[src/design/iirfc_pkg.sv]
// Package for the IIR filter with output constraint.
// Widths, register indexes, coefficient lane select, saturation helpers and divider structs.
// No dependencies.
`timescale 1ns / 1ps

package iirfc_pkg;

  localparam int ORDER = 4;
  localparam int OW    = 2;          // tap index width
  localparam int CW    = 16;         // Q2.14 coefficient
  localparam int SW    = 32;         // Q16.16 sample
  localparam int HW    = 48;         // output history entry
  localparam int AW    = 53;         // accumulator
  localparam int PW    = CW + HW;    // product
  localparam int FRAC  = 14;
  localparam int DVW   = 62;         // divider dividend / quotient
  localparam int DSW   = 31;         // divider divisor / remainder
  localparam int CNTW  = 6;
  localparam int RW    = 64;         // config data width
  localparam int IXW   = 3;          // config index width

  localparam logic [CNTW-1:0] DIV_ITERS   = CNTW'(DVW);
  localparam logic [CNTW-1:0] QUANT_ITERS = CNTW'(SW + 1);

  localparam logic [IXW-1:0] CFG_ORDER = 3'd0;
  localparam logic [IXW-1:0] CFG_DEN   = 3'd1;
  localparam logic [IXW-1:0] CFG_NUM   = 3'd2;
  localparam logic [IXW-1:0] CFG_FLAGS = 3'd3;
  localparam logic [IXW-1:0] CFG_MIN   = 3'd4;
  localparam logic [IXW-1:0] CFG_MAX   = 3'd5;
  localparam logic [IXW-1:0] CFG_STEP  = 3'd6;

  typedef struct packed {
    logic            start;
    logic [CNTW-1:0] iters;
    logic [DVW-1:0]  dividend;
    logic [DSW-1:0]  divisor;
  } div_req_t;

  typedef struct packed {
    logic           done;
    logic [DVW-1:0] quot;
    logic [DSW-1:0] rem;
  } div_rsp_t;

  function automatic logic signed [CW-1:0] coef_lane(input logic [RW-1:0] p,
                                                      input logic [OW-1:0] i);
    return $signed(p[CW*i +: CW]);
  endfunction

  function automatic logic hist_ovf(input logic signed [AW-1:0] v);
    return !((&v[AW-1:HW-1]) || (~|v[AW-1:HW-1]));
  endfunction

  function automatic logic signed [HW-1:0] hist_sat(input logic signed [AW-1:0] v);
    logic signed [HW-1:0] r;
    if (hist_ovf(v)) r = v[AW-1] ? {1'b1, {(HW-1){1'b0}}} : {1'b0, {(HW-1){1'b1}}};
    else r = v[HW-1:0];
    return r;
  endfunction

endpackage

[src/design/iirfc_div.sv]
// Shared restoring divider, one quotient bit per cycle, MSB first.
// Depends on iirfc_pkg (div_req_t, div_rsp_t).
`timescale 1ns / 1ps

module iirfc_div import iirfc_pkg::*; (
  input  logic     clk,
  input  logic     rst_n,
  input  div_req_t req,
  output div_rsp_t rsp
);

  logic            busy_r;
  logic            done_r;
  logic [CNTW-1:0] cnt_r;
  logic [DVW-1:0]  dvd_r;
  logic [DVW-1:0]  quo_r;
  logic [DSW-1:0]  rem_r;
  logic [DSW-1:0]  dsr_r;

  logic [DSW:0]    rem_sh;
  logic [DSW+1:0]  diff;

  assign rem_sh = {rem_r, dvd_r[DVW-1]};
  assign diff   = {1'b0, rem_sh} - {2'b00, dsr_r};

  always_ff @(posedge clk) begin
    if (!rst_n) begin
      busy_r <= 1'b0;
      done_r <= 1'b0;
      cnt_r  <= '0;
    end else begin
      done_r <= 1'b0;
      if (req.start) begin
        busy_r <= 1'b1;
        cnt_r  <= req.iters;
        dvd_r  <= req.dividend;
        dsr_r  <= req.divisor;
        quo_r  <= '0;
        rem_r  <= '0;
      end else if (busy_r) begin
        dvd_r <= {dvd_r[DVW-2:0], 1'b0};
        if (!diff[DSW+1]) begin
          rem_r <= diff[DSW-1:0];
          quo_r <= {quo_r[DVW-2:0], 1'b1};
        end else begin
          rem_r <= rem_sh[DSW-1:0];
          quo_r <= {quo_r[DVW-2:0], 1'b0};
        end
        cnt_r <= cnt_r - 1'b1;
        if (cnt_r == CNTW'(1)) begin
          busy_r <= 1'b0;
          done_r <= 1'b1;
        end
      end
    end
  end

  assign rsp.done = done_r;
  assign rsp.quot = quo_r;
  assign rsp.rem  = rem_r;

endmodule

[src/design/iir_filter_with_output_constraint_top.sv]
// IIR filter with output clamp and quantization; one result word per input word.
// Steps from accept to out_valid: feedback pass (no taps for n = 1), feedforward pass, a0
// divide (skipped for a zero a0), clamp, quantize when enabled, output (n = taps in use).
// Input ready only when idle: a new word is taken only after the last result is loaded,
// later while a result word waits on out_ready.
// Reset (rst_n, synchronous): histories cleared, registers to order 1, a0 = 1.0.
`timescale 1ns / 1ps

module iir_filter_with_output_constraint_top import iirfc_pkg::*; (
  input  logic                 clk,
  input  logic                 rst_n,
  input  logic                 cfg_we,
  input  logic [IXW-1:0]       cfg_index,
  input  logic [RW-1:0]        cfg_wdata,
  input  logic                 in_valid,
  output logic                 in_ready,
  input  logic signed [SW-1:0] in_sample_in,
  output logic                 out_valid,
  input  logic                 out_ready,
  output logic signed [SW-1:0] out_filtered_out,
  output logic                 out_saturated
);

  typedef enum logic [2:0] {
    S_IDLE, S_FB, S_FF, S_DIV, S_CLAMP, S_QUANT, S_OUT
  } state_t;

  // configuration
  logic [2:0]          order_r;
  logic [RW-1:0]       den_r;
  logic [RW-1:0]       num_r;
  logic [2:0]          flags_r;
  logic signed [SW-1:0] min_r;
  logic signed [SW-1:0] max_r;
  logic [DSW-1:0]      step_r;

  always_ff @(posedge clk) begin
    if (!rst_n) begin
      order_r <= 3'd1;
      den_r   <= RW'(16384);
      num_r   <= '0;
      flags_r <= '0;
      min_r   <= '0;
      max_r   <= '0;
      step_r  <= '0;
    end else if (cfg_we) begin
      case (cfg_index)
        CFG_ORDER: order_r <= cfg_wdata[2:0];
        CFG_DEN:   den_r   <= cfg_wdata;
        CFG_NUM:   num_r   <= cfg_wdata;
        CFG_FLAGS: flags_r <= cfg_wdata[2:0];
        CFG_MIN:   min_r   <= $signed(cfg_wdata[SW-1:0]);
        CFG_MAX:   max_r   <= $signed(cfg_wdata[SW-1:0]);
        CFG_STEP:  step_r  <= cfg_wdata[DSW-1:0];
        default: ;
      endcase
    end
  end

  state_t               state_r;
  logic signed [SW-1:0] ih_r [ORDER];
  logic signed [HW-1:0] oh_r [ORDER];
  logic [OW-1:0]        k_r;
  logic                 mph_r;      // MAC: 0 multiply, 1 accumulate; else divider started
  logic signed [PW-1:0] prod_r;
  logic signed [AW-1:0] acc_r;
  logic signed [SW-1:0] y_r;
  logic                 sat_r;
  logic                 out_valid_r;
  logic signed [SW-1:0] out_y_r;
  logic                 out_sat_r;

  // taps in use, clamped to 1..ORDER, as a last index
  logic [OW-1:0] last_k;
  always_comb begin
    if (order_r == 3'd0) last_k = '0;
    else if (order_r > 3'(ORDER)) last_k = OW'(ORDER - 1);
    else last_k = OW'(order_r - 3'd1);
  end

  // shared multiplier
  logic signed [CW-1:0] coef;
  logic signed [HW-1:0] opnd;
  logic signed [PW-1:0] prod;
  logic signed [AW-1:0] term;
  logic signed [AW-1:0] acc_fb;
  logic signed [AW-1:0] acc_ff;
  always_comb begin
    if (state_r == S_FB) begin
      coef = coef_lane(den_r, k_r);
      opnd = oh_r[k_r];
    end else begin
      coef = coef_lane(num_r, k_r);
      opnd = HW'(ih_r[k_r]);
    end
  end
  assign prod   = coef * opnd;
  assign term   = AW'(prod_r >>> FRAC);
  assign acc_fb = acc_r - term;
  assign acc_ff = acc_r + term;

  // divide by a0
  logic signed [CW-1:0] a0;
  logic [HW-1:0]        head_mag;
  logic                 q_neg;
  logic [SW:0]          q_negv;
  logic signed [SW-1:0] y_div;
  logic                 div_ovf;
  div_req_t             div_req;
  div_rsp_t             div_rsp;

  assign a0       = coef_lane(den_r, OW'(0));
  assign head_mag = oh_r[0][HW-1] ? HW'(-oh_r[0]) : oh_r[0];
  assign q_neg    = oh_r[0][HW-1] ^ a0[CW-1];
  assign q_negv   = (SW+1)'(0) - {1'b0, div_rsp.quot[SW-1:0]};

  always_comb begin
    div_ovf = 1'b0;
    y_div   = $signed(div_rsp.quot[SW-1:0]);
    if (!q_neg) begin
      if (div_rsp.quot > DVW'(32'h7FFF_FFFF)) begin
        div_ovf = 1'b1;
        y_div   = {1'b0, {(SW-1){1'b1}}};
      end
    end else begin
      if (div_rsp.quot > DVW'(32'h8000_0000)) begin
        div_ovf = 1'b1;
        y_div   = {1'b1, {(SW-1){1'b0}}};
      end else begin
        y_div = $signed(q_negv[SW-1:0]);
      end
    end
  end

  // quantization: y - floor-mod(y - min, step)
  logic signed [SW:0]   qd;
  logic [SW:0]          qd_mag;
  logic [DSW-1:0]       qm;
  logic signed [SW+1:0] yq;
  logic signed [SW-1:0] yq_sat;
  assign qd     = (SW+1)'(y_r) - (SW+1)'(min_r);
  assign qd_mag = qd[SW] ? (SW+1)'(-qd) : qd;
  always_comb begin
    if (!qd[SW]) qm = div_rsp.rem;
    else if (div_rsp.rem == '0) qm = '0;
    else qm = step_r - div_rsp.rem;
  end
  assign yq = (SW+2)'(y_r) - (SW+2)'($signed({1'b0, qm}));
  assign yq_sat = (yq < -(SW+2)'(64'sh8000_0000)) ? {1'b1, {(SW-1){1'b0}}} : yq[SW-1:0];

  always_comb begin
    div_req.start    = 1'b0;
    div_req.iters    = DIV_ITERS;
    div_req.dividend = {head_mag, {FRAC{1'b0}}};
    div_req.divisor  = DSW'($unsigned(a0[CW-1] ? CW'(-a0) : a0));
    if (state_r == S_DIV) begin
      div_req.start = !mph_r && (a0 != '0);
    end else if (state_r == S_QUANT) begin
      div_req.start    = !mph_r;
      div_req.iters    = QUANT_ITERS;
      div_req.dividend = {qd_mag, {(DVW-SW-1){1'b0}}};
      div_req.divisor  = step_r;
    end
  end

  iirfc_div u_div (
    .clk (clk),
    .rst_n(rst_n),
    .req (div_req),
    .rsp (div_rsp)
  );

  logic ordered;
  logic out_load;
  assign ordered  = min_r < max_r;
  assign in_ready = (state_r == S_IDLE);
  assign out_load = (state_r == S_OUT) && (!out_valid_r || out_ready);

  always_ff @(posedge clk) begin
    if (!rst_n) begin
      state_r     <= S_IDLE;
      out_valid_r <= 1'b0;
      k_r         <= '0;
      mph_r       <= 1'b0;
      sat_r       <= 1'b0;
      for (int i = 0; i < ORDER; i++) begin
        ih_r[i] <= '0;
        oh_r[i] <= '0;
      end
    end else begin
      if (out_load) out_valid_r <= 1'b1;
      else if (out_valid_r && out_ready) out_valid_r <= 1'b0;
      case (state_r)
        S_IDLE: begin
          if (in_valid) begin
            for (int i = 1; i < ORDER; i++) begin
              if (OW'(i) <= last_k) begin
                ih_r[i] <= ih_r[i-1];
                oh_r[i] <= oh_r[i-1];
              end
            end
            ih_r[0] <= in_sample_in;
            acc_r   <= '0;
            sat_r   <= 1'b0;
            mph_r   <= 1'b0;
            k_r     <= OW'(1);
            state_r <= S_FB;
          end
        end
        S_FB: begin
          if (last_k == '0) begin
            oh_r[0] <= '0;
            acc_r   <= '0;
            k_r     <= '0;
            state_r <= S_FF;
          end else if (!mph_r) begin
            prod_r <= prod;
            mph_r  <= 1'b1;
          end else begin
            mph_r <= 1'b0;
            if (k_r == last_k) begin
              oh_r[0] <= hist_sat(acc_fb);
              acc_r   <= AW'(hist_sat(acc_fb));
              sat_r   <= sat_r | hist_ovf(acc_fb);
              k_r     <= '0;
              state_r <= S_FF;
            end else begin
              acc_r <= acc_fb;
              k_r   <= k_r + 1'b1;
            end
          end
        end
        S_FF: begin
          if (!mph_r) begin
            prod_r <= prod;
            mph_r  <= 1'b1;
          end else begin
            mph_r <= 1'b0;
            if (k_r == last_k) begin
              oh_r[0] <= hist_sat(acc_ff);
              sat_r   <= sat_r | hist_ovf(acc_ff);
              state_r <= S_DIV;
            end else begin
              acc_r <= acc_ff;
              k_r   <= k_r + 1'b1;
            end
          end
        end
        S_DIV: begin
          if (a0 == '0) begin
            // zero divisor: sign of head at full scale, zero for a zero head
            sat_r <= 1'b1;
            if (oh_r[0] == '0) y_r <= '0;
            else if (oh_r[0][HW-1]) y_r <= {1'b1, {(SW-1){1'b0}}};
            else y_r <= {1'b0, {(SW-1){1'b1}}};
            state_r <= S_CLAMP;
          end else if (!mph_r) begin
            mph_r <= 1'b1;
          end else if (div_rsp.done) begin
            mph_r   <= 1'b0;
            y_r     <= y_div;
            sat_r   <= sat_r | div_ovf;
            state_r <= S_CLAMP;
          end
        end
        S_CLAMP: begin
          if (flags_r[0] && (y_r < min_r) && ordered) y_r <= min_r;
          else if (flags_r[1] && (y_r > max_r) && ordered) y_r <= max_r;
          mph_r <= 1'b0;
          if (flags_r[2] && (step_r != '0)) state_r <= S_QUANT;
          else state_r <= S_OUT;
        end
        S_QUANT: begin
          if (!mph_r) begin
            mph_r <= 1'b1;
          end else if (div_rsp.done) begin
            mph_r   <= 1'b0;
            y_r     <= yq_sat;
            state_r <= S_OUT;
          end
        end
        S_OUT: begin
          if (out_load) begin
            out_y_r     <= y_r;
            out_sat_r   <= sat_r;
            state_r     <= S_IDLE;
          end
        end
        default: state_r <= S_IDLE;
      endcase
    end
  end

  assign out_valid        = out_valid_r;
  assign out_filtered_out = out_y_r;
  assign out_saturated    = out_sat_r;

`ifndef SYNTHESIS
  a_div_done_state: assert property (@(posedge clk) disable iff (!rst_n)
    div_rsp.done |-> (state_r == S_DIV || state_r == S_QUANT))
    else $error("divider finished outside a divide state");
  a_out_hold: assert property (@(posedge clk) disable iff (!rst_n)
    (state_r == S_OUT && out_valid_r && !out_ready) |=> state_r == S_OUT)
    else $error("result overwrote a pending output word");
  a_accept_start: assert property (@(posedge clk) disable iff (!rst_n)
    (in_valid && in_ready) |=> (state_r == S_FB && !out_valid_r) || state_r == S_FB)
    else $error("accepted word did not start the feedback pass");
  a_div_start_idle: assert property (@(posedge clk) disable iff (!rst_n)
    div_req.start |=> !div_rsp.done)
    else $error("divider done right after start");
`endif

endmodule
[config.mk]
export PLATFORM = sky130hd
export DESIGN_NAME = iir_filter_with_output_constraint_top
export DESIGN_NICKNAME = d
export VERILOG_FILES = /design/src/design/iirfc_pkg.sv /design/src/design/iirfc_div.sv /design/src/design/iir_filter_with_output_constraint_top.sv
export SDC_FILE = /design/constraint.sdc
export NUM_CORES = 2
export LEC_CHECK = 0
export BUFFER_PORTS_ARGS = -buffer_cell sky130_fd_sc_hd__buf_2
export CAP_MARGIN = 20
export CORE_UTILIZATION = 35
export DETAILED_ROUTE_END_ITERATION = 10
export GPL_TIMING_DRIVEN = 0
export PLACE_DENSITY = 0.49
export RECOVER_POWER = 100
export SLEW_MARGIN = 20
export SYNTH_ARGS = -nofsm -noshare
export SYNTH_HDL_FRONTEND = slang
export SYNTH_SLANG_ARGS = --single-unit
[constraint.sdc]
create_clock -name clk -period 10.5 [get_ports clk]
set_input_delay 1.575 -clock clk [delete_from_list [all_inputs] [get_ports clk]]
set_output_delay 1.575 -clock clk [all_outputs]
set_load 0.005 [all_outputs]
==> summary.md <==
| Metric | Value |
|---|---|
| P_leak | `37.0 nW` |
| Min-delay src | `num_r[45]` |
| Via count | `approximately 67000` |
| Pwr per Cell Area | `213 mW/mm2` |
| CP Max Fanout | `10` |
| Synth-to-Final Area Change | `10.9%` |
| Crit end category | `flop` |
| Synthesized instance count | `8805` |
| Crit path DAT | `10670 ps` |
| Cell area after placement | `0.0863 mm2` |
| Clock Pin Slew Worst Setup and Hold Paths | `roughly 60 ps` |
| Comb pwr share | `53.8%` |
| Total grt overflow | `0` |
| Worst clock skew | `69.1 ps` |
| DRC errors left | `0` |
| Warnings, synthesis | `0` |
| Mean number of vias per cell | `5.52` |
| Critical Path RT | `11010 ps` |
| Hold_ws | `between 400 and 500 ps` |
| Routed len/inst | `between 20 and 30 um` |
| Unique masters post-synth | `88` |
| Pins Over Slew Limit | `~130` |
| Num CTS Buffers | `between 100 and 150` |
| Hold WC Path Type | `flop to flop` |
| DR pass1 iterations | `6` |
| Commonest non-fill, non-tap cell in the layout | `nand2_1` |
| Design area | `0.0897 mm2` |
| Sw Ratio | `47.9%` |
| Hold Path Cell Cnt | `2` |
| Highest metal used | `met5` |
| Critical Path Max Stage Delay | `590 ps` |
| Fin. Hold Viols | `0` |
| R2R depth | `30` |
| Post-CTS Hold Fix Bufs | `0` |
| Gpl congestion | `0.967` |
| CTS tree | `yes` |
| Core box area | `about 0.23 mm2` |
| Initial antenna violation count | `21` |
| Slew @ Worst Pin | `between 2000 and 3000 ps` |
| CP Class | `flop to flop` |
| Number of global-route vias before repair | `65900` |
| M1 WL | `143000 um` |
| Netlist Area Pre-Place | `approximately 0.081 mm2` |
| Detail Placement HPWL | `about 260000 um` |
| Fmax | `98.4 MHz` |
| Die X | `approximately 480 um` |
| FF+latch count, synth | `907` |
| Clock insertion delay at the later pin of the skew report | `between 700 and 800 ps` |
| Register area share after synthesis | `30.6%` |
| Peak VDD IR | `0.160 mV` |
| H-tree levels | `3` |
| Max Buffers Root-to-Sink | `3` |
| Reg2reg start | `state_r[1]` |
| Routed WL | `between 300000 and 400000 um` |
| Clk root buf | `clkbuf_16` |
| Max-Cap Viols | `9` |
| Pin count of the biggest net entering global routing | `45` |
| I/O pins | `139` |
| Die area | `0.233 mm2` |
| Final min period | `10160 ps` |
| Die Height | `483 um` |
| CP Launch Type | `flop` |
| Outcome | `complete, but fails checks` |
| First-pass GRT wire length | `~460000 um` |
| Dpl cells | `12000` |
| Initial Util | `35.2%` |
| WHS Endpoint | `num_r[45]` |
| Routed wl met2 | `roughly 140000 um` |
| Antenna Violating Nets Remaining | `0` |
| Initial drt markers | `6741` |
| Register share of total power | `25.5%` |
| Ys flop type | `edfxtp_1` |
| Final setup violation count | `0` |
| Gr usage total | `26.9%` |
| Sink Count | `between 900 and 1000` |
| Failing checks | `capacitance limit, slew limit` |
| Port Buffers | `138` |
| Std-Cell Rows | `176` |
| Final nets | `10400` |
| Pwr Total | `0.0191 W` |
| R2R Setup Slk | `340 ps` |
| Clk pwr share | `20.6%` |
| Avg Cell Area, Syn | `between 9 and 10 um2` |
| Layout cells sized above 1 | `6.63%` |
| Commonest cells after routing, fill and taps aside | `nand2_1, inv_1, fa_1, a21oi_1, edfxtp_1` |
| Synth async-reset ratio | `0%` |
| Psw | `0.00917 W` |
| Final worst path period share | `96.8%` |
| Post-synth EDFFs | `660` |
| Fin cells | `12200` |
| Reg2reg end | `prod_r[54]` |
| Crit path top cell by count | `fa_1` |
| Slowest library cell on the worst path | `fa_1` |
| Routed wl met3 | `roughly 27000 um` |
| Internal | `0.00998 W` |
| Slew Limit Headroom | `-86.6%` |
| Syn nets | `10100` |
## state kept, by name, indices dropped and copies added (netlist names), 6 cells and up, named ones only
register,count
u_div.quo_r,62
step_r,31
acc_r,53
u_div.dvd_r,48
oh_r,192
u_div.dsr_r,31
min_r,32
max_r,32
out_filtered_out,32
ih_r,128
den_r,64
num_r,64
u_div.rem_r,31
u_div.cnt_r,6
y_r,32
prod_r,50
## power groups by stage
stage	combinational (W)	clock, W	sequential [W]
4_1_cts	0.0102	0.00401	0.00486
2_1_floorplan	0.00656	0	0.00473
5_1_grt	0.0112	0.00414	0.00492
6_report	0.0103	0.00395	0.00488
3_3_place_gp	0.00997	0	0.00499
3_5_place_dp	0.0101	0	0.00491
## metal layers
layer | vias to the layer above | global-route usage (%)
li1 | 30200 | -
met5 | - | 0
met3 | 387 | 5.01
met1 | 34200 | 39.2
met4 | 4 | 7.48
met2 | 2746 | 40.5
## logic make-up (layout without fill, tap and decap cells)
kind of cell               after synthesis  count (layout)  synth area share, %
other                                    0              12                    0
adders and majority gates             1157            1157                 24.5
muxes                                  219             219                 4.40
DFF                                    907             907                 30.6
and+or+nand+nor                       2906            2906                 16.5
AOI/OAI and AO/OA                     1695            1695                 12.8
buffers and inverters                 1579            1963                 7.35
xor gates and xnor gates               342             342                 3.70
## Yosys cell counts (all sizes together), types with 45 or more instances
cell       n  area (um2)
o21ai    324        1620
ha       442        5530
a21oi    703        3520
nor2     490        1840
o21bai    59         447
nand4     53         332
dfxtp    247        4940
mux2i     98         981
and2     343        2150
o211ai    91         683
a211oi    71         538
fa       715       14300
mux4     108        2430
xnor2    228        2000
nand3    112         561
buf       48         198
nand2   1392        5230
xor2     114         998
nor4      58         369
a21o     137        1030
clkbuf   380        1430
edfxtp   660       19800
nor3      89         450
nor2b     92         576
inv     1150        4320
and3     110         688
o31ai     48         360
nand2b    45         282
## final cells by class
class                           count  area [um2]
Clock inverter                     58         662
Sequential cell                   907       24800
Multi-Input combinational cell   6319       50500
Antenna cell                       12        30.0
Buffer                            420        1740
Timing Repair Buffer              187         888
Fill cell                       23300      140000
Inverter                         1151        4320
Tap cell                         3026        3790
Clock buffer                      147        3020
## worst max-delay path: cells and delay by family (launching register included)
kind	cells	cell delay (ps)
AO/OA/AOI/OAI	9	2650
flip-flops	1	530
buffers and inverters	7	1590
adder cells (fa/ha/maj)	7	3430
XOR/XNOR	1	210
AND/OR/NAND/NOR	6	1470
## worst max path at each step
stage,to,slack [ps],start
6_report,prod_r[54],340,state_r[1]
4_1_cts,prod_r[54],20,flop
3_5_place_dp,prod_r[63],-2770,k_r[0]
5_1_grt,prod_r[54],-6,state_r[1]
3_3_place_gp,prod_r[63],-2830,k_r[0]
2_1_floorplan,prod_r[63],1240,k_r[0]
## metrics by stage
stage / utilization (%) / worst slack (ps) / setup TNS [ps]
4_1_cts: 39.3 / 17.6 / 0
2_1_floorplan: - / 1240 / 0
3_5_place_dp: 37.5 / -2770 / -72340
5_1_grt: 39.0 / -5.80 / -5.80
3_3_place_gp: 37.1 / -2830 / -1016560
6_report: 39.0 / 339 / 0
## timing repair
item                       CTS  global route
pin swaps                    1             1
buffers inserted             2             2
setup endpoints to repair   50            38
gates resized for setup    113            71
No activity file was read; power rests on OpenSTA's default activity.
